===== src/rtl/quadratic_bezier_midpoint_subdivide_macros.svh =====
// ----------------------------------------------------------------------------
// Quadratic Bezier subdivider assertion macros
// Shared concurrent assertion forms, clocked on a rising edge and disabled
// while the active-low reset is asserted.
// ----------------------------------------------------------------------------
`ifndef QUADRATIC_BEZIER_MIDPOINT_SUBDIVIDE_MACROS_SVH
`define QUADRATIC_BEZIER_MIDPOINT_SUBDIVIDE_MACROS_SVH

// Same-cycle implication: the consequent holds whenever the antecedent does.
`define QBMS_ASSERT_IMPL(label, clk, rst_n, ante, cons) \
    label: assert property (@(posedge clk) disable iff (!rst_n) (ante) |-> (cons)) \
        else $error("qbms assertion failed");

// Next-cycle implication: the consequent holds in the cycle after the antecedent.
`define QBMS_ASSERT_NEXT(label, clk, rst_n, ante, cons) \
    label: assert property (@(posedge clk) disable iff (!rst_n) (ante) |=> (cons)) \
        else $error("qbms assertion failed");

`endif


===== src/rtl/qbms_pkg.sv =====
// ----------------------------------------------------------------------------
// Quadratic Bezier subdivider package
// Default parameters, field widths and the microcode table of the sequencer.
// ----------------------------------------------------------------------------
package qbms_pkg;

    // Default parameter values and fixed field widths.
    localparam int MAX_LEVELS_DEF  = 5;
    localparam int COORD_WIDTH_DEF = 32;
    localparam int FIELD_W         = 32;
    localparam int CFG_W           = 3;
    localparam logic [CFG_W-1:0] LEVELS_RESET = 3'd3;

    // Microcode step addresses.
    localparam int STEP_W = 3;
    localparam logic [STEP_W-1:0] ST_FETCH    = 3'd0;
    localparam logic [STEP_W-1:0] ST_EMIT_A   = 3'd1;
    localparam logic [STEP_W-1:0] ST_TEST     = 3'd2;
    localparam logic [STEP_W-1:0] ST_HALF     = 3'd3;
    localparam logic [STEP_W-1:0] ST_PUSH     = 3'd4;
    localparam logic [STEP_W-1:0] ST_POP_CHK  = 3'd5;
    localparam logic [STEP_W-1:0] ST_POP_LOAD = 3'd6;
    localparam logic [STEP_W-1:0] ST_EMIT_END = 3'd7;

    // Jump conditions.
    localparam logic [1:0] JC_NEXT   = 2'd0;
    localparam logic [1:0] JC_ALWAYS = 2'd1;
    localparam logic [1:0] JC_LEAF   = 2'd2;
    localparam logic [1:0] JC_EMPTY  = 2'd3;

    // One control word per step.
    typedef struct packed {
        logic              load_in;
        logic              emit;
        logic              emit_end;
        logic              half;
        logic              push;
        logic              pop_rd;
        logic              pop_ld;
        logic [1:0]        jcond;
        logic [STEP_W-1:0] target;
    } ucode_t;

    // The program: fetch, emit the start point, descend to the leaves by
    // pushing right halves, then pop and emit each pending start point, then the end point.
    function automatic ucode_t ucode_rom(input logic [STEP_W-1:0] step);
        ucode_t w;
        w = '0;
        case (step)
            ST_FETCH:
            begin
                w.load_in = 1'b1;
            end
            ST_EMIT_A:
            begin
                w.emit = 1'b1;
            end
            ST_TEST:
            begin
                w.jcond  = JC_LEAF;
                w.target = ST_POP_CHK;
            end
            ST_HALF:
            begin
                w.half = 1'b1;
            end
            ST_PUSH:
            begin
                w.push   = 1'b1;
                w.jcond  = JC_ALWAYS;
                w.target = ST_TEST;
            end
            ST_POP_CHK:
            begin
                w.pop_rd = 1'b1;
                w.jcond  = JC_EMPTY;
                w.target = ST_EMIT_END;
            end
            ST_POP_LOAD:
            begin
                w.pop_ld = 1'b1;
                w.jcond  = JC_ALWAYS;
                w.target = ST_EMIT_A;
            end
            ST_EMIT_END:
            begin
                w.emit     = 1'b1;
                w.emit_end = 1'b1;
                w.jcond    = JC_ALWAYS;
                w.target   = ST_FETCH;
            end
            default:
            begin
                w.jcond  = JC_ALWAYS;
                w.target = ST_FETCH;
            end
        endcase
        return w;
    endfunction

endpackage


===== src/rtl/qbms_ram.sv =====
// ----------------------------------------------------------------------------
// Generic single-port-write RAM
// One write port and one read port, read data registered.
// ----------------------------------------------------------------------------
module qbms_ram #(
    parameter int WIDTH = 8,
    parameter int DEPTH = 4
) (
    input  logic                                       clk,
    input  logic                                       wr_en,
    input  logic [((DEPTH > 1) ? $clog2(DEPTH) : 1)-1:0] wr_addr,
    input  logic [WIDTH-1:0]                           wr_data,
    input  logic [((DEPTH > 1) ? $clog2(DEPTH) : 1)-1:0] rd_addr,
    output logic [WIDTH-1:0]                           rd_data
);

    logic [WIDTH-1:0] mem [DEPTH];

    // Write port.
    always_ff @(posedge clk)
    begin
        if (wr_en)
        begin
            mem[wr_addr] <= wr_data;
        end
    end

    // Registered read port.
    always_ff @(posedge clk)
    begin
        rd_data <= mem[rd_addr];
    end

endmodule


===== src/rtl/quadratic_bezier_midpoint_subdivide.sv =====
// ----------------------------------------------------------------------------
// Quadratic Bezier midpoint subdivider
// Takes three control points on the input channel (in_valid/in_stall) and
// emits the curve points on the output channel (out_valid/out_stall): the
// start point, the 2^L-1 interior midpoints left to right, then the end
// point with last_point set. L is the level register written on the cfg
// channel (cfg_ready is always high), saturated to MAX_LEVELS.
// A microcoded sequencer steps through a small program; right halves wait
// on a stack RAM of one triangle per row. Each split runs the test, half
// and push steps, each pop the pop-check and pop-load steps through the
// registered stack read, and each point one emit step. The first point
// enters the output register at the emit step that follows the fetch.
// A new item is taken only after the end point has been placed in the
// output register. A stalled output holds the sequencer at its emit step.
// Reset empties the sequencer and output register and sets L to 3.
// ----------------------------------------------------------------------------
`include "quadratic_bezier_midpoint_subdivide_macros.svh"

module quadratic_bezier_midpoint_subdivide #(
    parameter int MAX_LEVELS  = qbms_pkg::MAX_LEVELS_DEF,
    parameter int COORD_WIDTH = qbms_pkg::COORD_WIDTH_DEF
) (
    input  logic                                clk,
    input  logic                                rst_n,
    input  logic                                cfg_valid,
    output logic                                cfg_ready,
    input  logic [qbms_pkg::CFG_W-1:0]          cfg_data,
    input  logic                                in_valid,
    output logic                                in_stall,
    input  logic signed [qbms_pkg::FIELD_W-1:0] p0_x,
    input  logic signed [qbms_pkg::FIELD_W-1:0] p0_y,
    input  logic signed [qbms_pkg::FIELD_W-1:0] p1_x,
    input  logic signed [qbms_pkg::FIELD_W-1:0] p1_y,
    input  logic signed [qbms_pkg::FIELD_W-1:0] p2_x,
    input  logic signed [qbms_pkg::FIELD_W-1:0] p2_y,
    output logic                                out_valid,
    input  logic                                out_stall,
    output logic signed [qbms_pkg::FIELD_W-1:0] curve_x,
    output logic signed [qbms_pkg::FIELD_W-1:0] curve_y,
    output logic                                last_point
);

    localparam int W      = COORD_WIDTH;
    localparam int LVL_W  = $clog2(MAX_LEVELS + 1);
    localparam int SP_W   = $clog2(MAX_LEVELS + 1);
    localparam int ADDR_W = (MAX_LEVELS > 1) ? $clog2(MAX_LEVELS) : 1;
    localparam int ROW_W  = 6 * W + LVL_W;

    // Floor midpoint of two coordinates, computed one bit wider.
    function automatic logic signed [W-1:0] midpoint(input logic signed [W-1:0] a,
                                                     input logic signed [W-1:0] b);
        logic signed [W:0] s;
        s = {a[W-1], a} + {b[W-1], b};
        return s[W:1];
    endfunction

    // Sequencer and configuration state.
    logic [qbms_pkg::STEP_W-1:0] step_reg, step_next;
    logic [qbms_pkg::CFG_W-1:0]  levels_cfg_reg;
    logic [LVL_W-1:0]            levels_run_reg;
    logic [LVL_W-1:0]            level_reg;
    logic [SP_W-1:0]             sp_reg;
    qbms_pkg::ucode_t            ucode;

    // Datapath registers.
    logic signed [W-1:0] a_x_reg, a_y_reg, b_x_reg, b_y_reg, c_x_reg, c_y_reg;
    logic signed [W-1:0] end_x_reg, end_y_reg;
    logic signed [W-1:0] m1_x_reg, m1_y_reg, m2_x_reg, m2_y_reg;
    logic signed [W-1:0] m3_x, m3_y;

    // Output register.
    logic                out_valid_reg;
    logic                out_last_reg;
    logic signed [W-1:0] out_x_reg, out_y_reg;

    logic             in_accept;
    logic             out_free;
    logic             wait_step;
    logic             jump_taken;
    logic [SP_W-1:0]  sp_dec;
    logic [LVL_W-1:0] levels_sat;
    logic [ROW_W-1:0] push_row;
    logic [ROW_W-1:0] pop_row;

    assign ucode     = qbms_pkg::ucode_rom(step_reg);
    assign cfg_ready = 1'b1;
    assign in_stall  = !ucode.load_in;
    assign in_accept = in_valid && ucode.load_in;
    assign out_free  = !out_valid_reg || !out_stall;
    assign sp_dec    = sp_reg - 1'b1;
    assign m3_x      = midpoint(m1_x_reg, m2_x_reg);
    assign m3_y      = midpoint(m1_y_reg, m2_y_reg);

    // Levels above the supported depth saturate.
    assign levels_sat = (levels_cfg_reg > qbms_pkg::CFG_W'(MAX_LEVELS))
                      ? LVL_W'(MAX_LEVELS) : LVL_W'(levels_cfg_reg);

    // Right half of the current triangle, with the level it will resume at.
    assign push_row = {m3_x, m3_y, m2_x_reg, m2_y_reg, c_x_reg, c_y_reg,
                       LVL_W'(level_reg + 1'b1)};

    // Pending right halves, one triangle per row.
    qbms_ram #(
        .WIDTH (ROW_W),
        .DEPTH (MAX_LEVELS)
    ) u_stack (
        .clk     (clk),
        .wr_en   (ucode.push),
        .wr_addr (sp_reg[ADDR_W-1:0]),
        .wr_data (push_row),
        .rd_addr (sp_dec[ADDR_W-1:0]),
        .rd_data (pop_row)
    );

    // Jump condition and step sequencing.
    always_comb
    begin
        case (ucode.jcond)
            qbms_pkg::JC_NEXT:   jump_taken = 1'b0;
            qbms_pkg::JC_ALWAYS: jump_taken = 1'b1;
            qbms_pkg::JC_LEAF:   jump_taken = (level_reg >= levels_run_reg);
            qbms_pkg::JC_EMPTY:  jump_taken = (sp_reg == '0);
            default:             jump_taken = 1'b0;
        endcase
        wait_step = (ucode.load_in && !in_valid) || (ucode.emit && !out_free);
        if (wait_step)
        begin
            step_next = step_reg;
        end
        else if (jump_taken)
        begin
            step_next = ucode.target;
        end
        else
        begin
            step_next = step_reg + 1'b1;
        end
    end

    // Control registers.
    always_ff @(posedge clk or negedge rst_n)
    begin
        if (!rst_n)
        begin
            step_reg       <= qbms_pkg::ST_FETCH;
            levels_cfg_reg <= qbms_pkg::LEVELS_RESET;
            levels_run_reg <= '0;
            level_reg      <= '0;
            sp_reg         <= '0;
            out_valid_reg  <= 1'b0;
        end
        else
        begin
            step_reg <= step_next;
            if (cfg_valid)
            begin
                levels_cfg_reg <= cfg_data;
            end
            if (in_accept)
            begin
                levels_run_reg <= levels_sat;
                level_reg      <= '0;
                sp_reg         <= '0;
            end
            if (ucode.push)
            begin
                level_reg <= LVL_W'(level_reg + 1'b1);
                sp_reg    <= SP_W'(sp_reg + 1'b1);
            end
            if (ucode.pop_rd && !jump_taken)
            begin
                sp_reg <= sp_dec;
            end
            if (ucode.pop_ld)
            begin
                level_reg <= pop_row[LVL_W-1:0];
            end
            if (ucode.emit && out_free)
            begin
                out_valid_reg <= 1'b1;
            end
            else if (!out_stall)
            begin
                out_valid_reg <= 1'b0;
            end
        end
    end

    // Datapath and output payload registers.
    always_ff @(posedge clk)
    begin
        if (in_accept)
        begin
            a_x_reg   <= p0_x[W-1:0];
            a_y_reg   <= p0_y[W-1:0];
            b_x_reg   <= p1_x[W-1:0];
            b_y_reg   <= p1_y[W-1:0];
            c_x_reg   <= p2_x[W-1:0];
            c_y_reg   <= p2_y[W-1:0];
            end_x_reg <= p2_x[W-1:0];
            end_y_reg <= p2_y[W-1:0];
        end
        if (ucode.half)
        begin
            m1_x_reg <= midpoint(a_x_reg, b_x_reg);
            m1_y_reg <= midpoint(a_y_reg, b_y_reg);
            m2_x_reg <= midpoint(b_x_reg, c_x_reg);
            m2_y_reg <= midpoint(b_y_reg, c_y_reg);
        end
        if (ucode.push)
        begin
            b_x_reg <= m1_x_reg;
            b_y_reg <= m1_y_reg;
            c_x_reg <= m3_x;
            c_y_reg <= m3_y;
        end
        if (ucode.pop_ld)
        begin
            {a_x_reg, a_y_reg, b_x_reg, b_y_reg, c_x_reg, c_y_reg} <= pop_row[ROW_W-1:LVL_W];
        end
        if (ucode.emit && out_free)
        begin
            out_x_reg    <= ucode.emit_end ? end_x_reg : a_x_reg;
            out_y_reg    <= ucode.emit_end ? end_y_reg : a_y_reg;
            out_last_reg <= ucode.emit_end;
        end
    end

    // Output ports, sign-extended to the field width.
    assign out_valid  = out_valid_reg;
    assign curve_x    = qbms_pkg::FIELD_W'(out_x_reg);
    assign curve_y    = qbms_pkg::FIELD_W'(out_y_reg);
    assign last_point = out_last_reg;

    // Checks on the sequencer and the stack.
    `QBMS_ASSERT_IMPL(a_sp_bound, clk, rst_n, 1'b1, sp_reg <= SP_W'(MAX_LEVELS))
    `QBMS_ASSERT_IMPL(a_level_bound, clk, rst_n, 1'b1, level_reg <= levels_run_reg)
    `QBMS_ASSERT_NEXT(a_start_clean, clk, rst_n, in_accept,
        (sp_reg == '0) && (level_reg == '0) && (step_reg == qbms_pkg::ST_EMIT_A))
    `QBMS_ASSERT_NEXT(a_end_last, clk, rst_n, ucode.emit && ucode.emit_end && out_free,
        out_valid_reg && out_last_reg && (step_reg == qbms_pkg::ST_FETCH))

endmodule


===== config.mk =====
export PLATFORM = sky130hd
export DESIGN_NAME = quadratic_bezier_midpoint_subdivide
export DESIGN_NICKNAME = d
export VERILOG_FILES = /design/src/rtl/qbms_pkg.sv /design/src/rtl/qbms_ram.sv /design/src/rtl/quadratic_bezier_midpoint_subdivide.sv
export VERILOG_INCLUDE_DIRS = /design/src /design/src/rtl
export SDC_FILE = /design/constraint.sdc
export NUM_CORES = 2
export LEC_CHECK = 0
export ABC_AREA = 1
export CAP_MARGIN = 40
export CORE_ASPECT_RATIO = 0.75
export CORE_UTILIZATION = 51
export DETAILED_ROUTE_END_ITERATION = 10
export DONT_BUFFER_PORTS = 1
export PLACE_DENSITY = 0.65
export SETUP_SLACK_MARGIN = 0.05
export SLEW_MARGIN = 25
export SYNTH_ARGS = -nofsm -noshare
export SYNTH_HDL_FRONTEND = slang
export SYNTH_SLANG_ARGS = --single-unit

===== constraint.sdc =====
create_clock -name clk -period 47.2 [get_ports clk]
set_clock_uncertainty 0.1 [all_clocks]
set_input_delay 7.08 -clock clk [delete_from_list [all_inputs] [get_ports clk]]
set_output_delay 7.08 -clock clk [all_outputs]
set_load 0.03 [all_outputs]

==> out/qor.csv <==
stage;metric;value;unit
cells_and_area;Top Registers;u_stack.mem x975, u_stack.rd_data x195;
clock_tree;Worst-path clk slew;0.07;ns
logic_synthesis;FF+latch count, synth;1635;
global_routing;first-pass GRT wire length;315000;microns
worst_hold_path;Hold Path Cell Cnt;2;
global_routing;met2 usage;50.7;%
timing;Setup TNS Final;0;ns
timing;final setup fails;0;
detailed_routing;Antenna Nets Post-Route;0;
timing;Hold Fails Final Rpt;0;
clock_tree;CTS resizes;0;
critical_path;CP startpoint kind;flip-flop;
global_routing;GR Overflow Total;0;
global_routing;vias in the first global route;47400;
timing;Tmin final;9.06;ns
detailed_routing;Wirelength per Cell;24.1;microns
clock_tree;CTS tree;built;
timing;Slew @ Worst Pin;0.906;ns
cells_and_area;Largest Register;u_stack.mem;
logic_synthesis;share of the synthesized area in the top cell type;59.3;%
logic_synthesis;top cells by count, synth;nand2_1, edfxtp_1, nor2_1, o21ai_0, inv_1;
global_routing;largest net degree at the start of global routing;125;
logic_synthesis;Netlist Area Pre-Place;0.0722;sq mm
cells_and_area;layout filler cell count;11900;
clock_tree;Num CTS Buffers;155;
critical_path;Crit Path Class;flip-flop to output port;
worst_hold_path;Worst Hold Launch;u_stack.mem[4][182];
detailed_routing;drc violations;0;
timing;Worst slew margin;39.6;%
critical_path;Worst setup EP type;output port;
detailed_routing;drt total wl;216000;microns
critical_path;Crit path required time;40.02;ns
logic_synthesis;EDFF count, synth;1424;
global_routing;met3 Usage GRT;3.90;%
cells_and_area;area delta synth->final;10.4;%
logic_synthesis;synth top area cells;edfxtp_1, nand2_1, dfxtp_1;
floorplan;die width;436;microns
logic_synthesis;Seq/Total Area, Yosys;65.2;%
timing;RSZ-0062 raised after global routing;false;
floorplan;Die Height;328;microns
floorplan;site row count;119;
floorplan;core area;0.140;sq mm
detailed_routing;vias per cell;5.59;
logic_synthesis;most common cell in the netlist;nand2_1;
clock_tree;buffers from clock root to sink, at most;3;
floorplan;initial core utilization;51.4;%
global_routing;All-Layer GR Usage;29.9;%
detailed_routing;vias;50200;
place;post-detailed-placement half-perimeter wirelength;151000;microns
worst_hold_path;Hold Crit Class;flip-flop to flip-flop;
critical_path;worst r2r src;sp_reg[0];
timing;final period utilization;19.2;%
clock_tree;later-pin clock latency in the skew report;0.82;ns
logic_synthesis;Syn Nets;7385;
cells_and_area;max reg flops;975;
clock_tree;CTS sink cnt;1635;
detailed_routing;first drt pass iteration count;6;
logic_synthesis;Syn Area/Cell;10.3;sq um
clock_tree;H-tree Lvls;4;
timing;final setup margin;38.14;ns
logic_synthesis;Mapped Cells;6980;
logic_synthesis;FFs w/ async S/R, synth;0.979;%
place;GPL Wtd Cong;1.01;
clock_tree;total setup buffers inserted after CTS;0;
worst_hold_path;Worst Hold End;u_stack.rd_data[182];
timing;Min Hold Slack;0.325;ns
floorplan;# IOs;268;
clock_tree;Post-CTS Hold Fix Bufs;0;
critical_path;crit path DAT;1.88;ns
global_routing;initial antenna violation count;7;
place;Port Buf Inserts;0;
timing;Max Fclk;110;MHz
place;pre-CTS WS;38.11;ns
logic_synthesis;post-synth top area cell;edfxtp_1;
clock_tree;Root Driver;clkbuf_16;
cells_and_area;post-route non-filler standard cell count;8979;
logic_synthesis;Post-synth top flop;edfxtp_1;
critical_path;RR Endpoint;u_stack.rd_data[187];
status;status;complete, no violations;
flow_run;max-cap check violation count;0;
critical_path;crit path max fanout;4;
critical_path;internal reg-to-reg setup slack;43.20;ns
global_routing;GR Util met1;38.7;%
cells_and_area;layout cell share with drive strength beyond 1;5.66;%
cells_and_area;fin nets;7369;
logic_synthesis;number of distinct library cells after synthesis;47;
floorplan;Die Area;0.143;sq mm
global_routing;most used routing layer;met2;
place;placed cell count;8679;
logic_synthesis;yosys warns;0;
critical_path;r2r worst-path depth;8;
detailed_routing;Initial DRC Count;4770;
timing;Final Slew Violations;0;
-- cells by family after synthesis --
kind of cell | after synthesis | share of synthesized area [%]
XOR/XNOR | 102 | 1.29
flip-flops | 1635 | 65.2
other | 1 | 0.00520
AND/OR/NAND/NOR | 3195 | 17.3
adder cells (fa/ha/maj) | 205 | 3.62
buffers and inverters | 726 | 4.02
AO/OA/AOI/OAI | 1116 | 8.57
-- worst max path at each step --
stage / startpoint / to / slack [ns]
finish: step_reg[0] / in_stall / 38.14
global route: step_reg[0] / in_stall / 38.06
CTS: step_reg[0] / in_stall / 38.09
detailed placement: in_valid / c_y_reg[20] / 38.11
global placement: in_valid / c_y_reg[20] / 37.66
floorplan: step_reg[0] / u_stack.mem[4][0] / 31.71
-- layout by cell type, fill, tap and decap left out, types with 7 or more instances in the layout --
master | Yosys | routed
a21o_1 | 18 | 18
a21oi_1 | 203 | 202
a31oi_1 | 77 | 77
buf_12 | 0 | 16
buf_16 | 0 | 9
buf_4 | 3 | 58
bufinv_16 | 0 | 11
clkbuf_1 | 113 | 34
clkbuf_16 | 0 | 158
clkbuf_8 | 0 | 19
clkinv_1 | 0 | 23
clkinv_2 | 0 | 22
dfrtp_1 | 14 | 13
dfxtp_1 | 195 | 195
edfxtp_1 | 1424 | 1424
ha_1 | 199 | 196
inv_1 | 464 | 461
inv_6 | 0 | 11
nand2_1 | 2191 | 2189
nand2_2 | 20 | 18
nand3_1 | 176 | 175
nand4_1 | 14 | 14
nor2_1 | 719 | 717
nor2_2 | 8 | 7
nor3_1 | 29 | 26
nor4_1 | 9 | 9
o211ai_1 | 13 | 13
o21a_1 | 12 | 12
o21ai_0 | 526 | 526
o21ai_1 | 20 | 20
o21ai_2 | 10 | 10
o21bai_1 | 27 | 27
o22ai_1 | 196 | 196
or2_2 | 9 | 9
xnor2_1 | 25 | 25
xor2_1 | 72 | 72
-- metrics by stage --
| stage | utilization [%] | area (sq um) |
|---|---|---|
| after detailed placement | 53.0 | 74500 |
| after global routing | 56.8 | 79700 |
| after global placement | 52.7 | 74000 |
| after CTS | 56.7 | 79600 |
| final | 56.8 | 79700 |
| after floorplan | - | 72200 |
-- per-layer routing --
| metal | up-vias | wire [microns] | share of wire, % |
|---|---|---|---|
| met3 | 346 | 12800 | 5.9 |
| met1 | 24300 | 87800 | 41 |
| met4 | 2 | 9340 | 4.3 |
| met5 | - | 11 | 0.0051 |
| li1 | 23800 | - | - |
| met2 | 1764 | 106000 | 49 |
-- cell type report --
cell class	count	area, sq um	area share, %
Timing Repair Buffer	83	1000	1.26
Multi-Input combinational cell	4619	22300	28.0
Tap cell	1875	2350	2.94
Sequential cell	1635	47100	59.1
Clock buffer	211	4340	5.45
Inverter	470	1790	2.25
Clock inverter	80	803	1.01
Antenna cell	6	15.0	0.0188
-- critical path, cell delays in order, from the launching register on --
cell	delay (ns)
dfrtp_1	0.38
inv_1	0.09
ha_1	0.25
nand2_1	0.34
Power is not shown: default switching activity piles up to over one toggle a cycle in this logic, so the estimate is an artifact.
